$ cat src/design/fjsop_pkg.sv
// ----------------------------------------------------------------------------
// fjsop_pkg: shared types and codes for the flat JSON string-object parser
// Holds the input and result word layouts, the token kinds, the status codes
// and the byte values that the grammar recognizes.
// ----------------------------------------------------------------------------
package fjsop_pkg;

  localparam int unsigned CharW   = 8;
  localparam int unsigned KindW   = 3;
  localparam int unsigned StatusW = 2;

  typedef struct packed {
    logic [CharW-1:0] char_in;
    logic             start_of_text;
  } in_word_t;

  typedef struct packed {
    logic [CharW-1:0]   char_out;
    logic [KindW-1:0]   token_kind;
    logic [StatusW-1:0] parse_status;
  } out_word_t;

  // Token kinds
  localparam logic [KindW-1:0] TkNone    = 3'd0;
  localparam logic [KindW-1:0] TkKeyChar = 3'd1;
  localparam logic [KindW-1:0] TkKeyEnd  = 3'd2;
  localparam logic [KindW-1:0] TkValChar = 3'd3;
  localparam logic [KindW-1:0] TkPairEnd = 3'd4;

  // Parse status codes
  localparam logic [StatusW-1:0] StRunning = 2'd0;
  localparam logic [StatusW-1:0] StDone    = 2'd1;
  localparam logic [StatusW-1:0] StNoBrace = 2'd2;
  localparam logic [StatusW-1:0] StBad     = 2'd3;

  // Bytes of the grammar
  localparam logic [CharW-1:0] ChNul    = 8'h00;
  localparam logic [CharW-1:0] ChTab    = 8'h09;
  localparam logic [CharW-1:0] ChNl     = 8'h0A;
  localparam logic [CharW-1:0] ChSpace  = 8'h20;
  localparam logic [CharW-1:0] ChQuote  = 8'h22;
  localparam logic [CharW-1:0] ChComma  = 8'h2C;
  localparam logic [CharW-1:0] ChColon  = 8'h3A;
  localparam logic [CharW-1:0] ChBslash = 8'h5C;
  localparam logic [CharW-1:0] ChLbrace = 8'h7B;
  localparam logic [CharW-1:0] ChRbrace = 8'h7D;

endpackage

$ cat src/design/fjsop_fsm.sv
// ----------------------------------------------------------------------------
// fjsop_fsm: parse state machine
// Takes one byte per accepted word, advances the parse phase and registers
// the token and the sticky status that the byte produces.
// ----------------------------------------------------------------------------
module fjsop_fsm (
  input  logic                 clk_i,
  input  logic                 rst_ni,
  input  logic                 accept_i,
  input  fjsop_pkg::in_word_t  in_word_i,
  output fjsop_pkg::out_word_t out_word_o
);

  typedef enum logic [3:0] {
    PhSeek    = 4'd0,
    PhBetween = 4'd1,
    PhKey     = 4'd2,
    PhKeyEsc  = 4'd3,
    PhColon   = 4'd4,
    PhPreval  = 4'd5,
    PhValue   = 4'd6,
    PhValEsc  = 4'd7,
    PhDone    = 4'd8,
    PhNoBrace = 4'd9,
    PhBad     = 4'd10
  } phase_e;

  phase_e                           phase_q, phase_d, phase_cur;
  fjsop_pkg::out_word_t             out_word_q, out_word_d;
  logic [fjsop_pkg::CharW-1:0]      c;
  logic                             is_blank;

  assign c        = in_word_i.char_in;
  assign is_blank = (c == fjsop_pkg::ChSpace) || (c == fjsop_pkg::ChTab);

  always_comb begin
    // A restart takes this byte as the first of a new text
    phase_cur = in_word_i.start_of_text ? PhSeek : phase_q;
    phase_d   = phase_cur;
    out_word_d.char_out   = fjsop_pkg::ChNul;
    out_word_d.token_kind = fjsop_pkg::TkNone;

    unique case (phase_cur)
      PhSeek: begin
        if (c == fjsop_pkg::ChNul) phase_d = PhNoBrace;
        else if (c == fjsop_pkg::ChLbrace) phase_d = PhBetween;
      end
      PhBetween: begin
        if (is_blank || c == fjsop_pkg::ChNl || c == fjsop_pkg::ChComma) begin
          phase_d = PhBetween;
        end else if (c == fjsop_pkg::ChRbrace || c == fjsop_pkg::ChNul) begin
          phase_d = PhDone;
        end else if (c == fjsop_pkg::ChQuote) begin
          phase_d = PhKey;
        end else begin
          phase_d = PhBad;
        end
      end
      PhKey: begin
        if (c == fjsop_pkg::ChNul) begin
          phase_d = PhBad;
        end else if (c == fjsop_pkg::ChBslash) begin
          phase_d = PhKeyEsc;
        end else if (c == fjsop_pkg::ChQuote) begin
          out_word_d.token_kind = fjsop_pkg::TkKeyEnd;
          phase_d = PhColon;
        end else begin
          out_word_d.token_kind = fjsop_pkg::TkKeyChar;
          out_word_d.char_out   = c;
        end
      end
      PhKeyEsc: begin
        if (c == fjsop_pkg::ChNul) begin
          phase_d = PhBad;
        end else begin
          out_word_d.token_kind = fjsop_pkg::TkKeyChar;
          out_word_d.char_out   = c;
          phase_d = PhKey;
        end
      end
      PhColon: begin
        if (is_blank) phase_d = PhColon;
        else if (c == fjsop_pkg::ChColon) phase_d = PhPreval;
        else phase_d = PhBad;
      end
      PhPreval: begin
        if (is_blank) phase_d = PhPreval;
        else if (c == fjsop_pkg::ChQuote) phase_d = PhValue;
        else phase_d = PhBad;
      end
      PhValue: begin
        if (c == fjsop_pkg::ChNul) begin
          phase_d = PhBad;
        end else if (c == fjsop_pkg::ChBslash) begin
          phase_d = PhValEsc;
        end else if (c == fjsop_pkg::ChQuote) begin
          out_word_d.token_kind = fjsop_pkg::TkPairEnd;
          phase_d = PhBetween;
        end else begin
          out_word_d.token_kind = fjsop_pkg::TkValChar;
          out_word_d.char_out   = c;
        end
      end
      PhValEsc: begin
        if (c == fjsop_pkg::ChNul) begin
          phase_d = PhBad;
        end else begin
          out_word_d.token_kind = fjsop_pkg::TkValChar;
          out_word_d.char_out   = c;
          phase_d = PhValue;
        end
      end
      // Final phases hold until a restart
      PhDone, PhNoBrace, PhBad: phase_d = phase_cur;
      default: phase_d = PhBad;
    endcase

    unique case (phase_d)
      PhDone:    out_word_d.parse_status = fjsop_pkg::StDone;
      PhNoBrace: out_word_d.parse_status = fjsop_pkg::StNoBrace;
      PhBad:     out_word_d.parse_status = fjsop_pkg::StBad;
      default:   out_word_d.parse_status = fjsop_pkg::StRunning;
    endcase
  end

  always_ff @(posedge clk_i or negedge rst_ni) begin
    if (!rst_ni) begin
      phase_q    <= PhSeek;
      out_word_q <= '0;
    end else if (accept_i) begin
      phase_q    <= phase_d;
      out_word_q <= out_word_d;
    end
  end

  assign out_word_o = out_word_q;

endmodule

$ cat src/design/flat_json_string_object_parser.sv
// ----------------------------------------------------------------------------
// flat_json_string_object_parser: streaming parser for {"key":"value",...}
// One byte in, one token and status word out, one byte per clock unless the sink stalls.
// ----------------------------------------------------------------------------
// Feed the text one byte per input word; a word with start_of_text high
// restarts the parse at that byte, and a zero byte ends the text. Every
// accepted byte yields exactly one result word carrying the key or value
// byte, the token kind and the sticky status. The block sustains one byte
// per clock unless the sink stalls: the phase update and token decode are
// combinational, and the result appears in the cycle after the byte is
// accepted, from a single result register. A new byte is taken whenever that
// register is empty or is being read in the same cycle.
module flat_json_string_object_parser (
  input  logic                 clk_i,
  input  logic                 rst_ni,
  input  logic                 in_valid_i,
  output logic                 in_stall_o,
  input  fjsop_pkg::in_word_t  in_word_i,
  output logic                 out_valid_o,
  input  logic                 out_stall_i,
  output fjsop_pkg::out_word_t out_word_o
);

  logic out_valid_q, out_valid_d;
  logic accept;

  // Hold new bytes only while a result waits and the sink stalls
  assign in_stall_o  = out_valid_q & out_stall_i;
  assign accept      = in_valid_i & ~in_stall_o;
  assign out_valid_d = accept | (out_valid_q & out_stall_i);

  always_ff @(posedge clk_i or negedge rst_ni) begin
    if (!rst_ni) begin
      out_valid_q <= 1'b0;
    end else begin
      out_valid_q <= out_valid_d;
    end
  end

  fjsop_fsm u_fsm (
    .clk_i      (clk_i),
    .rst_ni     (rst_ni),
    .accept_i   (accept),
    .in_word_i  (in_word_i),
    .out_word_o (out_word_o)
  );

  assign out_valid_o = out_valid_q;

  a_token_only_running: assert property (@(posedge clk_i) disable iff (!rst_ni)
    out_valid_o && (out_word_o.token_kind != fjsop_pkg::TkNone)
      |-> out_word_o.parse_status == fjsop_pkg::StRunning)
    else $error("token emitted with a final status");

  a_char_only_content: assert property (@(posedge clk_i) disable iff (!rst_ni)
    out_valid_o && (out_word_o.token_kind != fjsop_pkg::TkKeyChar)
      && (out_word_o.token_kind != fjsop_pkg::TkValChar)
      |-> out_word_o.char_out == fjsop_pkg::ChNul)
    else $error("char_out nonzero on a non-content token");

  a_stall_needs_result: assert property (@(posedge clk_i) disable iff (!rst_ni)
    in_stall_o |-> out_valid_o)
    else $error("input stalled with no pending result");

  a_accept_gives_result: assert property (@(posedge clk_i) disable iff (!rst_ni)
    accept |=> out_valid_o)
    else $error("accepted byte produced no result");

endmodule
$ cat config.mk
export PLATFORM = sky130hd
export DESIGN_NAME = flat_json_string_object_parser
export DESIGN_NICKNAME = d
export VERILOG_FILES = /design/src/design/fjsop_pkg.sv /design/src/design/fjsop_fsm.sv /design/src/design/flat_json_string_object_parser.sv
export SDC_FILE = /design/constraint.sdc
export NUM_CORES = 1
export LEC_CHECK = 0
export ABC_AREA = 0
export BUFFER_PORTS_ARGS = -buffer_cell sky130_fd_sc_hd__buf_2
export CAP_MARGIN = 10
export CORE_MARGIN = 2
export CORE_UTILIZATION = 52
export DETAILED_ROUTE_END_ITERATION = 6
export PLACE_DENSITY_LB_ADDON = 0.25
export SYNTH_ARGS = -nofsm -noshare
export SYNTH_HDL_FRONTEND = slang
export SYNTH_SLANG_ARGS = --single-unit
$ cat constraint.sdc
create_clock -name clk_i -period 2.9 [get_ports clk_i]
set_input_delay 0.58 -clock clk_i [delete_from_list [all_inputs] [get_ports clk_i]]
set_output_delay 0.58 -clock clk_i [all_outputs]
set_load 0.1 [all_outputs]
# After elaboration in Yosys (flattened, before gate mapping)
# Index checks and enable logic that the tools add are counted.
# W data, S select, Z words.
# totals
inputBits	13
elab_cells	68
out_inout_bits	15
regBits	18
# classes
reduce_logical	7
eq_ne	22
mux	30
bitwise_logic	4
# op_table
operator	count
$mux W4	18
$mux W11	6
$pmux W11 S4	1
$pmux W4 S9	1
$eq A8 B6 Y1 const B	4
$eq A4 B4 Y1 const B	6
$eq A8 B7 Y1 const B	3
$eq A4 B3 Y1 const B	4
$eq A8 B4 Y1 const B	2
$eq A4 B2 Y1 const B	2
$logic_not A8 Y1	1
$mux W8	1
$pmux W2 S3	1
$eq A4 B1 Y1 const B	1
$logic_not A4 Y1	1
$logic_or A1 B1 Y1	4
$mux W3	1
$reduce_or A3 Y1	1
$and A1 B1 Y1	2
$mux W2	1
$not A1 Y1	1
$or A1 B1 Y1	1

# Depth between registers and ports, before layout
# Gate-level depths: netlist of the first run.
# logic_depth
depth_word	8
ltp_mapped	7
depth_no_buf	6

# Modules after synthesis
# From an unflattened synthesis of the first run, not the netlist that was laid out.
# unflattened
hier_cells	143
hier_area_um2	1345.0
# by_module_without_submodules
mod	area_each_um2	cells_per_inst	seq_area_each_um2	instances
fjsop_fsm	1295.0	139	425.4	1
flat_json_string_object_parser	50.0	4	25.0	1

# Worst setup path before layout of the first run
# OpenSTA, ideal clock, no wires.
# synth_timing
path_kind	input port to flip-flop
startpoint	input in_word_i[4] (netlist name)
endpoint	register u_fsm.out_word_q (netlist bit u_fsm.out_word_o[1])
n_path_buf	1
setup_time_ns	0.122
t_required_ns	2.778
t_arrival_ns	2.467
path_slack_ns	0.311
stages	7
cell_sequence	clkbuf_2 > or4_4 > or3_1 > a2111oi_2 > nor4_2 > xor2_1 > a22o_1
# synth_via
elab_chain_cells	8
word_cells_on_any_way	36
cone_classes	eq/ne (12); mux (19); reduce/logical (5)
# synth_lines
element	line	source
start: declaration	flat_json_string_object_parser.sv:18	input fjsop_pkg::in_word_t in_word_i,
$eq A8 B6 Y1 or $eq A8 B4 Y1 (tied branches)	fjsop_fsm.sv:34	assign is_blank = (c == fjsop_pkg::ChSpace) || (c == fjsop_pkg::ChTab);
$logic_or A1 B1 Y1	fjsop_fsm.sv:34	
$logic_or A1 B1 Y1 (2 in series)	fjsop_fsm.sv:49	if (is_blank || c == fjsop_pkg::ChNl || c == fjsop_pkg::ChComma) begin
$mux W4	fjsop_fsm.sv:49	
$pmux W4 S9 (*)	fjsop_fsm.sv:43	unique case (phase_cur)
$eq A4 B4 Y1	fjsop_fsm.sv:118	unique case (phase_d)
$pmux W2 S3 (*)	fjsop_fsm.sv:118	
end signal: assignment	fjsop_fsm.sv:132	out_word_q <= out_word_d;
end: declaration	fjsop_fsm.sv:29	fjsop_pkg::out_word_t out_word_q, out_word_d;
# Mark *: on every way between the ends. The rest lies on a longest branch, timed or not.
# A chain may end at the register's enable or synchronous reset.

# Final worst setup path of the first run
# layout_timing
startpoint	input in_word_i[1] (netlist name)
endpoint	register u_fsm.out_word_q (netlist bit u_fsm.out_word_o[1])
# The elaborated chain is that of the path after synthesis.

==> summary.txt, run 1 <==
Synthesis
  • Dominant cell type by area after synthesis: dfrtp_1
  • Cell Area, Synth: 1180 sq um
  • Yosys top cell area share: 38.2%
  • Seq/Total Area, Yosys: 38.2%
  • EDFF count, synth: 0
  • YS warnings: 0
  • Ranking of synthesized cells by area: dfrtp_1 38%, a22o_1 5.9%, o21ai_0 3.8%
  • Mean Syn Cell Area: 9.28 sq um
  • Syn nets: 140
  • Cells after Synth: 127
  • Distinct cells, synth: 48
  • Most used DFF post-synth: dfrtp_1
  • Post-synthesis async set-or-reset flop share: 100%
  • Flops & latches, synth: 18

STA
  • Layout Skew: 0.00654 ns
  • # setup viols final: 0
  • Rel. slew slack: 65.3%
  • Slew Limit Fails: 0
  • Tmin final: 2.40 ns
  • Setup TNS: 0 ns
  • RSZ-0062 raised after global routing: no
  • Hold Fails Final Rpt: 0
  • Slew @ Worst Pin: 0.520 ns
  • Final period utilization: 82.6%
  • Achievable Freq: 417 MHz

Place
  • Placed inst area: 1340 sq um
  • IO buf count: 27
  • Placed Cells: 179
  • Placer Congestion: 1.03
  • Dpl hpwl: 2070 microns

Layout
  • Fin area: 1370 sq um
  • Final core utilization: 62.9%
  • Area delta synth->final: 15.8%
  • Layout cells sized above 1: 34.4%
  • Final cell count without fillers: 182
  • Antenna Cells: 0
  • Nets: 169

Global routing
  • Initial antenna violation count: 0
  • Largest net degree at the start of global routing: 26
  • Grt total ovfl: 0
  • Vias in the first global route: 1,029
  • Total GRT Usage: 22.3%
  • First-pass GRT wire length: 4520 microns

Die
  • Core Region: 2170 sq um
  • Rows: 17
  • I/O pins: 28
  • Effective utilization at floorplan: 54.3%
  • Die width: 51.6 microns
  • Die area: 2660 sq um
  • Die Y: 51.6 microns

Setup path
  • Critical path origin: in_word_i[1]
  • Delay-heaviest family, CP: simple AND/OR/NAND/NOR gates
  • Critical path buffers and inverters: 1
  • WP data arrival: 2.58 ns
  • WS Path Type: primary input to flip-flop
  • Worst Setup EP: u_fsm.out_word_o[1]$_DFFE_PN0P_
  • CP Depth: 7
  • Worst R2R End: u_fsm.out_word_o[0]$_DFFE_PN0P_
  • Crit path launch type: primary input
  • Crit. End Element: flip-flop
  • Max incr delay on CP: 0.59 ns
  • Max Fanout on Critical Path: 9
  • Reg2reg setup slack: 0.72 ns
  • Reg2reg start: u_fsm.phase_q[0]$_DFFE_PN0P_
  • Critical path's slowest cell: or4_4
  • Worst reg2reg path depth: 6
  • Worst path required time: 3.08 ns
  • CP Cell Sequence: buf_2, or4_4, or3_1, a2111oi_2, nor4_2, xor2_1, a22o_1

Clock tree
  • Num CTS Buffers: 3
  • Max H-tree Level: 1
  • Clk Latency, worst-skew pair: 0.29 ns
  • Setup bufs post-CTS: 0
  • Clock Pin Slew Worst Setup and Hold Paths: 0.09 ns
  • Worst-case clock buffer depth: 2
  • CTS root buf: clkbuf_4
  • # hold bufs at CTS: 0
  • CTS tree: yes
  • Clock Sinks: 18
  • CTS resizes: 0

Run
  • Max cap viols: 0

Power
  • Switching pwr: 131 uW
  • Power per cell area: 333 nW/um^2
  • Clock Power Share: 25.9%
  • Gate power share: 17.5%
  • Pint: 323 uW
  • Sw Share: 28.8%
  • P_leak: 0.000642 uW
  • Max VDD drop: 0.217 mV
  • Reg power frac: 56.5%
  • Tot Pwr: 454 uW

Routing
  • Post-DR wirelength/cell: 14.7 microns
  • DRC: 0
  • Vias per Instance: 6.05
  • Initial DRT Pass Iterations: 4
  • WL final: 2680 microns
  • Final ANT Viol Nets: 0
  • Vias: 1,101
  • 1st-iter DRT viols: 28

Worst hold path
  • Worst min-delay path category: primary input to async pin

Outcome
  • Status: finished, final reports clean
metal layers:
| layer | track usage [%] | wire length [microns] | up-vias |
|---|---|---|---|
| li1 | - | - | 538 |
| met1 | 30.7 | 1240 | 522 |
| met2 | 35.3 | 1300 | 36 |
| met3 | 0.862 | 100 | 5 |
| met4 | 12.3 | 44 | 0 |
| met5 | 0 | 0 | - |
worst min-delay path by stage:
stage	start	endpoint	slack, ns
detailed placement	u_fsm.out_word_o[11]$_DFFE_PN0P_	u_fsm.out_word_o[11]$_DFFE_PN0P_	0.46
global route	rst_ni	u_fsm.out_word_o[9]$_DFFE_PN0P_	0.23
finish	rst_ni	u_fsm.out_word_o[9]$_DFFE_PN0P_	0.20
global placement	u_fsm.out_word_o[11]$_DFFE_PN0P_	u_fsm.out_word_o[11]$_DFFE_PN0P_	0.45
floorplan	rst_ni	out_valid_o$_DFF_PN0_	0.28
CTS	rst_ni	u_fsm.out_word_o[7]$_DFFE_PN0P_	0.22
stage by stage:
step                hold WS [ns]  setup WS (ns)
finish                     0.197          0.504
global route               0.227          0.384
CTS                        0.217          0.509
detailed placement         0.457          0.203
global placement           0.449          0.230
floorplan                  0.284          0.311
cell usage in the layout (no fill, tap or decap), types with 3 or more instances in the layout:
| cell | instances |
|---|---|
| o21ai_0 | 9 |
| buf_4 | 3 |
| nor2_1 | 11 |
| dfrtp_1 | 18 |
| nor4_1 | 3 |
| a21oi_1 | 5 |
| buf_2 | 27 |
| inv_1 | 4 |
| a22o_2 | 3 |
| nor3_1 | 6 |
| nand3_1 | 3 |
| clkbuf_4 | 3 |
| nand2_1 | 11 |
| a22o_1 | 8 |
power by group through the flow:
stage	Combinational, uW	Sequential (uW)	Clock, uW
2_1_floorplan	36.0	276	0
3_3_place_gp	77.6	261	0
3_5_place_dp	79.9	262	0
4_1_cts	80.0	257	121
5_1_grt	86.6	257	131
6_report	79.5	257	118
cells in the mapped netlist, types with 2 or more instances:
cell / n
dfrtp_1: 18
nand2_1: 11
nor2_1: 11
o21ai_0: 9
a22o_1: 8
nor3_1: 6
a21oi_1: 5
clkbuf_1: 4
inv_1: 4
a22o_2: 3
nand3_1: 3
nor4_1: 3
nand2b_1: 2
nor3b_1: 2
o211ai_1: 2
or2_2: 2
or2b_2: 2
xor2_1: 2
cell families (layout without fill, tap and decap cells):
group / Yosys count / count (layout) / share of synthesized area, %
AO/OA/AOI/OAI: 39 / 39 / 25.6
XOR/XNOR: 2 / 2 / 1.49
buffers and inverters: 10 / 37 / 3.71
flip-flops: 18 / 18 / 38.2
multiplexers: 1 / 1 / 0.955
AND/OR/NAND/NOR: 57 / 57 / 30.0
worst reg2reg max path, cell delays in order, from the launching register on:
cell and delay (ns):
dfrtp_1 0.68, nor3b_1 0.41, nand2_1 0.09, a211oi_1 0.33
o21ai_0 0.17, a21oi_1 0.27, a22o_2 0.18
flip-flops by register name, summed over array words and instances (netlist names):
name              count
u_fsm.phase_q         4
out_valid_o           1
u_fsm.out_word_o     13
layout make-up:
| cell class | count | area, sq um |
|---|---|---|
| fillers | 208 | 805 |
| multi-input cells | 99 | 684 |
| flip-flops and latches | 18 | 450 |
| repair buffers | 30 | 158 |
| well taps | 28 | 35.0 |
| clock buffers | 3 | 22.5 |
| inverters | 4 | 15.0 |
Note: power is estimated with default switching activity, not from simulation.
==> run 2: changes to the inputs <==
==> constraint.sdc (replaced) <==
create_clock -name clk_i -period 2.5 [get_ports clk_i]
set_input_delay 0.5 -clock clk_i [delete_from_list [all_inputs] [get_ports clk_i]]
set_output_delay 0.5 -clock clk_i [all_outputs]
set_load 0.1 [all_outputs]
==> summary.txt, run 2 (synthesis results as in run 1) <==
Setup path
  • WS Path Type: primary input to flip-flop
  • Crit path launch type: primary input
  • Reg2reg setup slack: 0.41 ns
  • Max Fanout on Critical Path: 4
  • CP Cell Sequence: buf_2, or2b_2, or4_2, a2111oi_4, nor4_2, xor2_1, a22o_1
  • Critical path's slowest cell: or4_2
  • WP data arrival: 2.45 ns
  • Worst reg2reg path depth: 6
  • Reg2reg start: u_fsm.phase_q[0]$_DFFE_PN0P_
  • Crit. End Element: flip-flop
  • Max incr delay on CP: 0.69 ns
  • Worst R2R End: u_fsm.out_word_o[0]$_DFFE_PN0P_
  • Worst path required time: 2.68 ns

Power
  • Power per cell area: 385 nW/um^2
  • Tot Pwr: 576 uW
  • P_leak: 0.000716 uW
  • Max VDD drop: 0.220 mV

Routing
  • WL final: 2890 microns
  • Post-DR wirelength/cell: 14.7 microns
  • Vias per Instance: 5.89
  • Initial DRT Pass Iterations: 4
  • DRC: 0
  • Vias: 1,160
  • 1st-iter DRT viols: 32
  • Final ANT Viol Nets: 0

Die
  • Die Y: 51.6 microns
  • Effective utilization at floorplan: 54.3%
  • Die width: 51.6 microns
  • Core Region: 2170 sq um
  • Die area: 2660 sq um
  • I/O pins: 28
  • Rows: 17

Layout
  • Final cell count without fillers: 197
  • Antenna Cells: 0
  • Fin area: 1500 sq um
  • Area delta synth->final: 27.0%
  • Nets: 183
  • Most common cell after layout, fill and taps aside: buf_2
  • Commonest cells after routing, fill and taps aside: 27 x buf_2, 18 x dfrtp_1, 17 x buf_4
  • # fillers: 193
  • Layout cells sized above 1: 40.2%
  • Largest register FFs: 13

STA
  • Final period utilization: 90.8%
  • Final setup margin: 0.230 ns
  • Hold Fails Final Rpt: 0
  • # setup viols final: 0
  • Layout Skew: 0.00198 ns
  • Setup TNS: 0 ns
  • Tmin final: 2.27 ns
  • Rel. slew slack: 67.5%
  • Slew @ Worst Pin: 0.491 ns
  • RSZ-0062 raised after global routing: no
  • Slew Limit Fails: 0
  • Achievable Freq: 441 MHz

Clock tree
  • Clock Sinks: 18
  • Max H-tree Level: 1
  • CTS root buf: clkbuf_4
  • Worst-case clock buffer depth: 2
  • Setup bufs post-CTS: 0
  • Num CTS Buffers: 3
  • # hold bufs at CTS: 0
  • Clk Latency, worst-skew pair: 0.28 ns
  • CTS resizes: 0
  • Clock Pin Slew Worst Setup and Hold Paths: 0.10 ns
  • CTS tree: yes

Outcome
  • Status: finished, final reports clean

Global routing
  • Total GRT Usage: 24.9%
  • Initial antenna violation count: 0
  • Layer with the highest usage: met2
  • First-pass GRT wire length: 4980 microns
  • Grt total ovfl: 0
  • Met2 usage: 38.2%
  • Grt met3 use: 2.59%
  • Met1 Use GR: 35.4%
  • Largest net degree at the start of global routing: 25
  • Vias in the first global route: 1,095

Place
  • Placed Cells: 193
  • IO buf count: 27
  • Placer Congestion: 0.941
  • Placed inst area: 1460 sq um
  • Pre-CTS WS: -0.0789 ns
  • Dpl hpwl: 2340 microns

Worst hold path
  • Worst min-delay path category: primary input to async pin

Run
  • Max cap viols: 0
run 2: cell types whose count changed in the layout (fill, tap and decap cells not counted), sizes merged:
cell / before / now
clkbuf: 3 / 4
buf: 30 / 44
run 2: worst max path at each step:
stage	from	to	slack [ns]	cells past startpoint
finish	in_word_i[2]	u_fsm.out_word_o[1]$_DFFE_PN0P_	0.23	7
global route	in_word_i[1]	u_fsm.out_word_o[1]$_DFFE_PN0P_	0.16	7
CTS	in_word_i[2]	u_fsm.out_word_o[1]$_DFFE_PN0P_	0.22	7
detailed placement	in_word_i[2]	u_fsm.out_word_o[1]$_DFFE_PN0P_	-0.08	7
global placement	in_word_i[2]	u_fsm.out_word_o[1]$_DFFE_PN0P_	-0.06	7
floorplan	in_word_i[4]	u_fsm.out_word_o[1]$_DFFE_PN0P_	0.009	7
run 2: final cells by class:
cell class	instances	area, sq um	area share, %
timing repair buffer	44	263	17.6
inverter	4	15.0	1.00
tap	28	35.0	2.34
sequential	18	450	30.1
clock buffer	4	36.3	2.42
multi-input combinational	99	697	46.6
run 2: routing by layer:
| layer | wire [microns] | vias up |
|---|---|---|
| li1 | - | 562 |
| met1 | 1290 | 544 |
| met2 | 1380 | 50 |
| met3 | 176 | 4 |
| met4 | 49 | 0 |
| met5 | 0 | - |
run 2: power breakdown:
| part | leakage [uW] | switching [uW] | internal, uW | total [uW] |
|---|---|---|---|---|
| registers | 0.000248 | 3.10 | 294 | 297 |
| logic | 0.000447 | 71.3 | 35.2 | 107 |
| clock network | 0.0000210 | 83.3 | 88.6 | 172 |
run 2: per-stage QoR:
step	utilization, %	hold WS (ns)
CTS	69.0	0.129
global placement	67.3	0.435
global route	69.0	0.129
detailed placement	67.3	0.446
floorplan	-	0.204
finish	69.0	0.125
run 2: worst max-delay path, delay by kind of cell:
kind / cells / cell delay [ns]
simple gates: 3 / 1.10
compound gates: 2 / 0.59
buf+inv: 1 / 0.10
xor+xnor: 1 / 0.15
==> run 3: changes to the inputs <==
--- a/config.mk
+++ b/config.mk
@@ -8,8 +8,10 @@
 export ABC_AREA = 0
 export BUFFER_PORTS_ARGS = -buffer_cell sky130_fd_sc_hd__buf_2
 export CAP_MARGIN = 10
+export CELL_PAD_IN_SITES_DETAIL_PLACEMENT = 1
+export CELL_PAD_IN_SITES_GLOBAL_PLACEMENT = 1
 export CORE_MARGIN = 2
-export CORE_UTILIZATION = 52
+export CORE_UTILIZATION = 39
 export DETAILED_ROUTE_END_ITERATION = 6
 export PLACE_DENSITY_LB_ADDON = 0.25
 export SYNTH_ARGS = -nofsm -noshare
==> summary.txt, run 3 (synthesis results as in run 1) <==
Global routing
  • First-pass GRT wire length: 5900 microns
  • Initial antenna violation count: 0
  • Grt total ovfl: 0
  • Largest net degree at the start of global routing: 19
  • Vias in the first global route: 1,253
  • Total GRT Usage: 22.4%

STA
  • Slew @ Worst Pin: 0.490 ns
  • Layout Skew: 0.00405 ns
  • Setup TNS: 0 ns
  • # setup viols final: 0
  • Tmin final: 2.31 ns
  • Achievable Freq: 434 MHz
  • Hold Fails Final Rpt: 0
  • Rel. slew slack: 67.6%
  • Final period utilization: 92.2%
  • WHS: 0.116 ns
  • Final setup margin: 0.195 ns
  • Slew Limit Fails: 0
  • RSZ-0062 raised after global routing: no

Routing
  • Post-DR wirelength/cell: 16.8 microns
  • Vias: 1,188
  • 1st-iter DRT viols: 31
  • Vias per Instance: 5.82
  • DRC: 1
  • Initial DRT Pass Iterations: 6
  • WL final: 3420 microns
  • Final ANT Viol Nets: 0

Layout
  • Antenna Cells: 0
  • Most common cell after layout, fill and taps aside: buf_2
  • Multi-input logic area: 697 sq um
  • # fillers: 349
  • Largest register FFs: 13
  • Fin area: 1530 sq um
  • Sequential cell area: 450 sq um
  • Area delta synth->final: 29.8%
  • Layout cells sized above 1: 41.6%
  • Nets: 187
  • Commonest cells after routing, fill and taps aside: 27 x buf_2, 21 x buf_4, 18 x dfrtp_1

Setup path
  • Max incr delay on CP: 0.71 ns
  • Reg2reg setup slack: 0.46 ns
  • Worst path required time: 2.69 ns
  • WS Path Type: primary input to flip-flop
  • Crit path launch type: primary input
  • WP data arrival: 2.49 ns
  • Crit. End Element: flip-flop
  • Max Fanout on Critical Path: 3
  • Worst reg2reg path depth: 6
  • CP Cell Sequence: buf_2, or2b_2, or4_2, a2111oi_4, nor4_2, xor2_1, a22o_1
  • Critical path's slowest cell: or4_2

Place
  • IO buf count: 27
  • Placer Congestion: 0.859
  • Dpl hpwl: 2700 microns
  • Pre-CTS WS: -0.118 ns
  • Placed inst area: 1490 sq um

Clock tree
  • CTS resizes: 0
  • Num CTS Buffers: 3
  • Clk Latency, worst-skew pair: 0.29 ns
  • Clock Sinks: 18
  • Setup bufs post-CTS: 0
  • CTS tree: yes
  • Clock Pin Slew Worst Setup and Hold Paths: 0.10 ns
  • CTS root buf: clkbuf_4
  • # hold bufs at CTS: 0
  • Max H-tree Level: 1
  • Worst-case clock buffer depth: 2

Run
  • Max cap viols: 0

Die
  • Core Region: 2810 sq um
  • I/O pins: 28
  • Effective utilization at floorplan: 42.0%
  • Die width: 59.0 microns
  • Die area: 3480 sq um
  • Die Y: 59.0 microns
  • Rows: 19

Power
  • Power per cell area: 382 nW/um^2
  • Max VDD drop: 0.132 mV
  • P_leak: 0.000734 uW

Outcome
  • Status: complete, but fails checks
  • Failing checks: DRC

Worst hold path
  • Worst min-delay path category: primary input to async pin
-- run 3: path summary, 6_finish.rpt --
kind	start	end
max in group asynchronous	rst_ni	u_fsm.phase_q[3]$_DFFE_PN0P_
min in group clk_i	in_valid_i	out_valid_o$_DFF_PN0_
max reg2reg	u_fsm.phase_q[2]$_DFFE_PN0P_	u_fsm.out_word_o[0]$_DFFE_PN0P_
min reg2reg	u_fsm.out_word_o[4]$_DFFE_PN0P_	u_fsm.out_word_o[4]$_DFFE_PN0P_
min	rst_ni	u_fsm.out_word_o[12]$_DFFE_PN0P_
max	in_word_i[2]	u_fsm.out_word_o[1]$_DFFE_PN0P_
-- run 3: area by class of cell --
class | count | share of cell area [%]
multi-input cells | 99 | 45.5
well taps | 31 | 2.53
inverters | 4 | 0.981
clock buffers | 4 | 2.37
flip-flops and latches | 18 | 29.4
repair buffers | 48 | 19.1
-- run 3: critical path, delay by kind of cell --
family | cells | cell delay (ns)
xor gates and xnor gates | 1 | 0.16
buffers and inverters | 1 | 0.10
AOI/OAI and AO/OA | 2 | 0.61
and+or+nand+nor | 3 | 1.12
-- run 3: routing by layer --
metal	routed length, microns	global-route usage [%]	vias up
li1	-	-	573
met5	0	0	-
met1	1590	29.9	586
met3	77	2.84	7
met4	68	10.1	0
met2	1690	36.3	22
-- run 3: stage by stage --
step	power, uW	std cells	utilization [%]
global placement	411	200	53.3
CTS	592	204	54.5
detailed placement	415	200	53.3
floorplan	362	127	-
global route	618	204	54.5
finish	585	204	54.5
-- run 3: where the power goes --
part	leakage, uW	total [uW]	switching [uW]	internal [uW]
logic	0.000465	112	73.8	37.8
clock network	0.0000210	176	87.2	88.7
registers	0.000248	297	3.15	294
total	0.000734	585	164	421
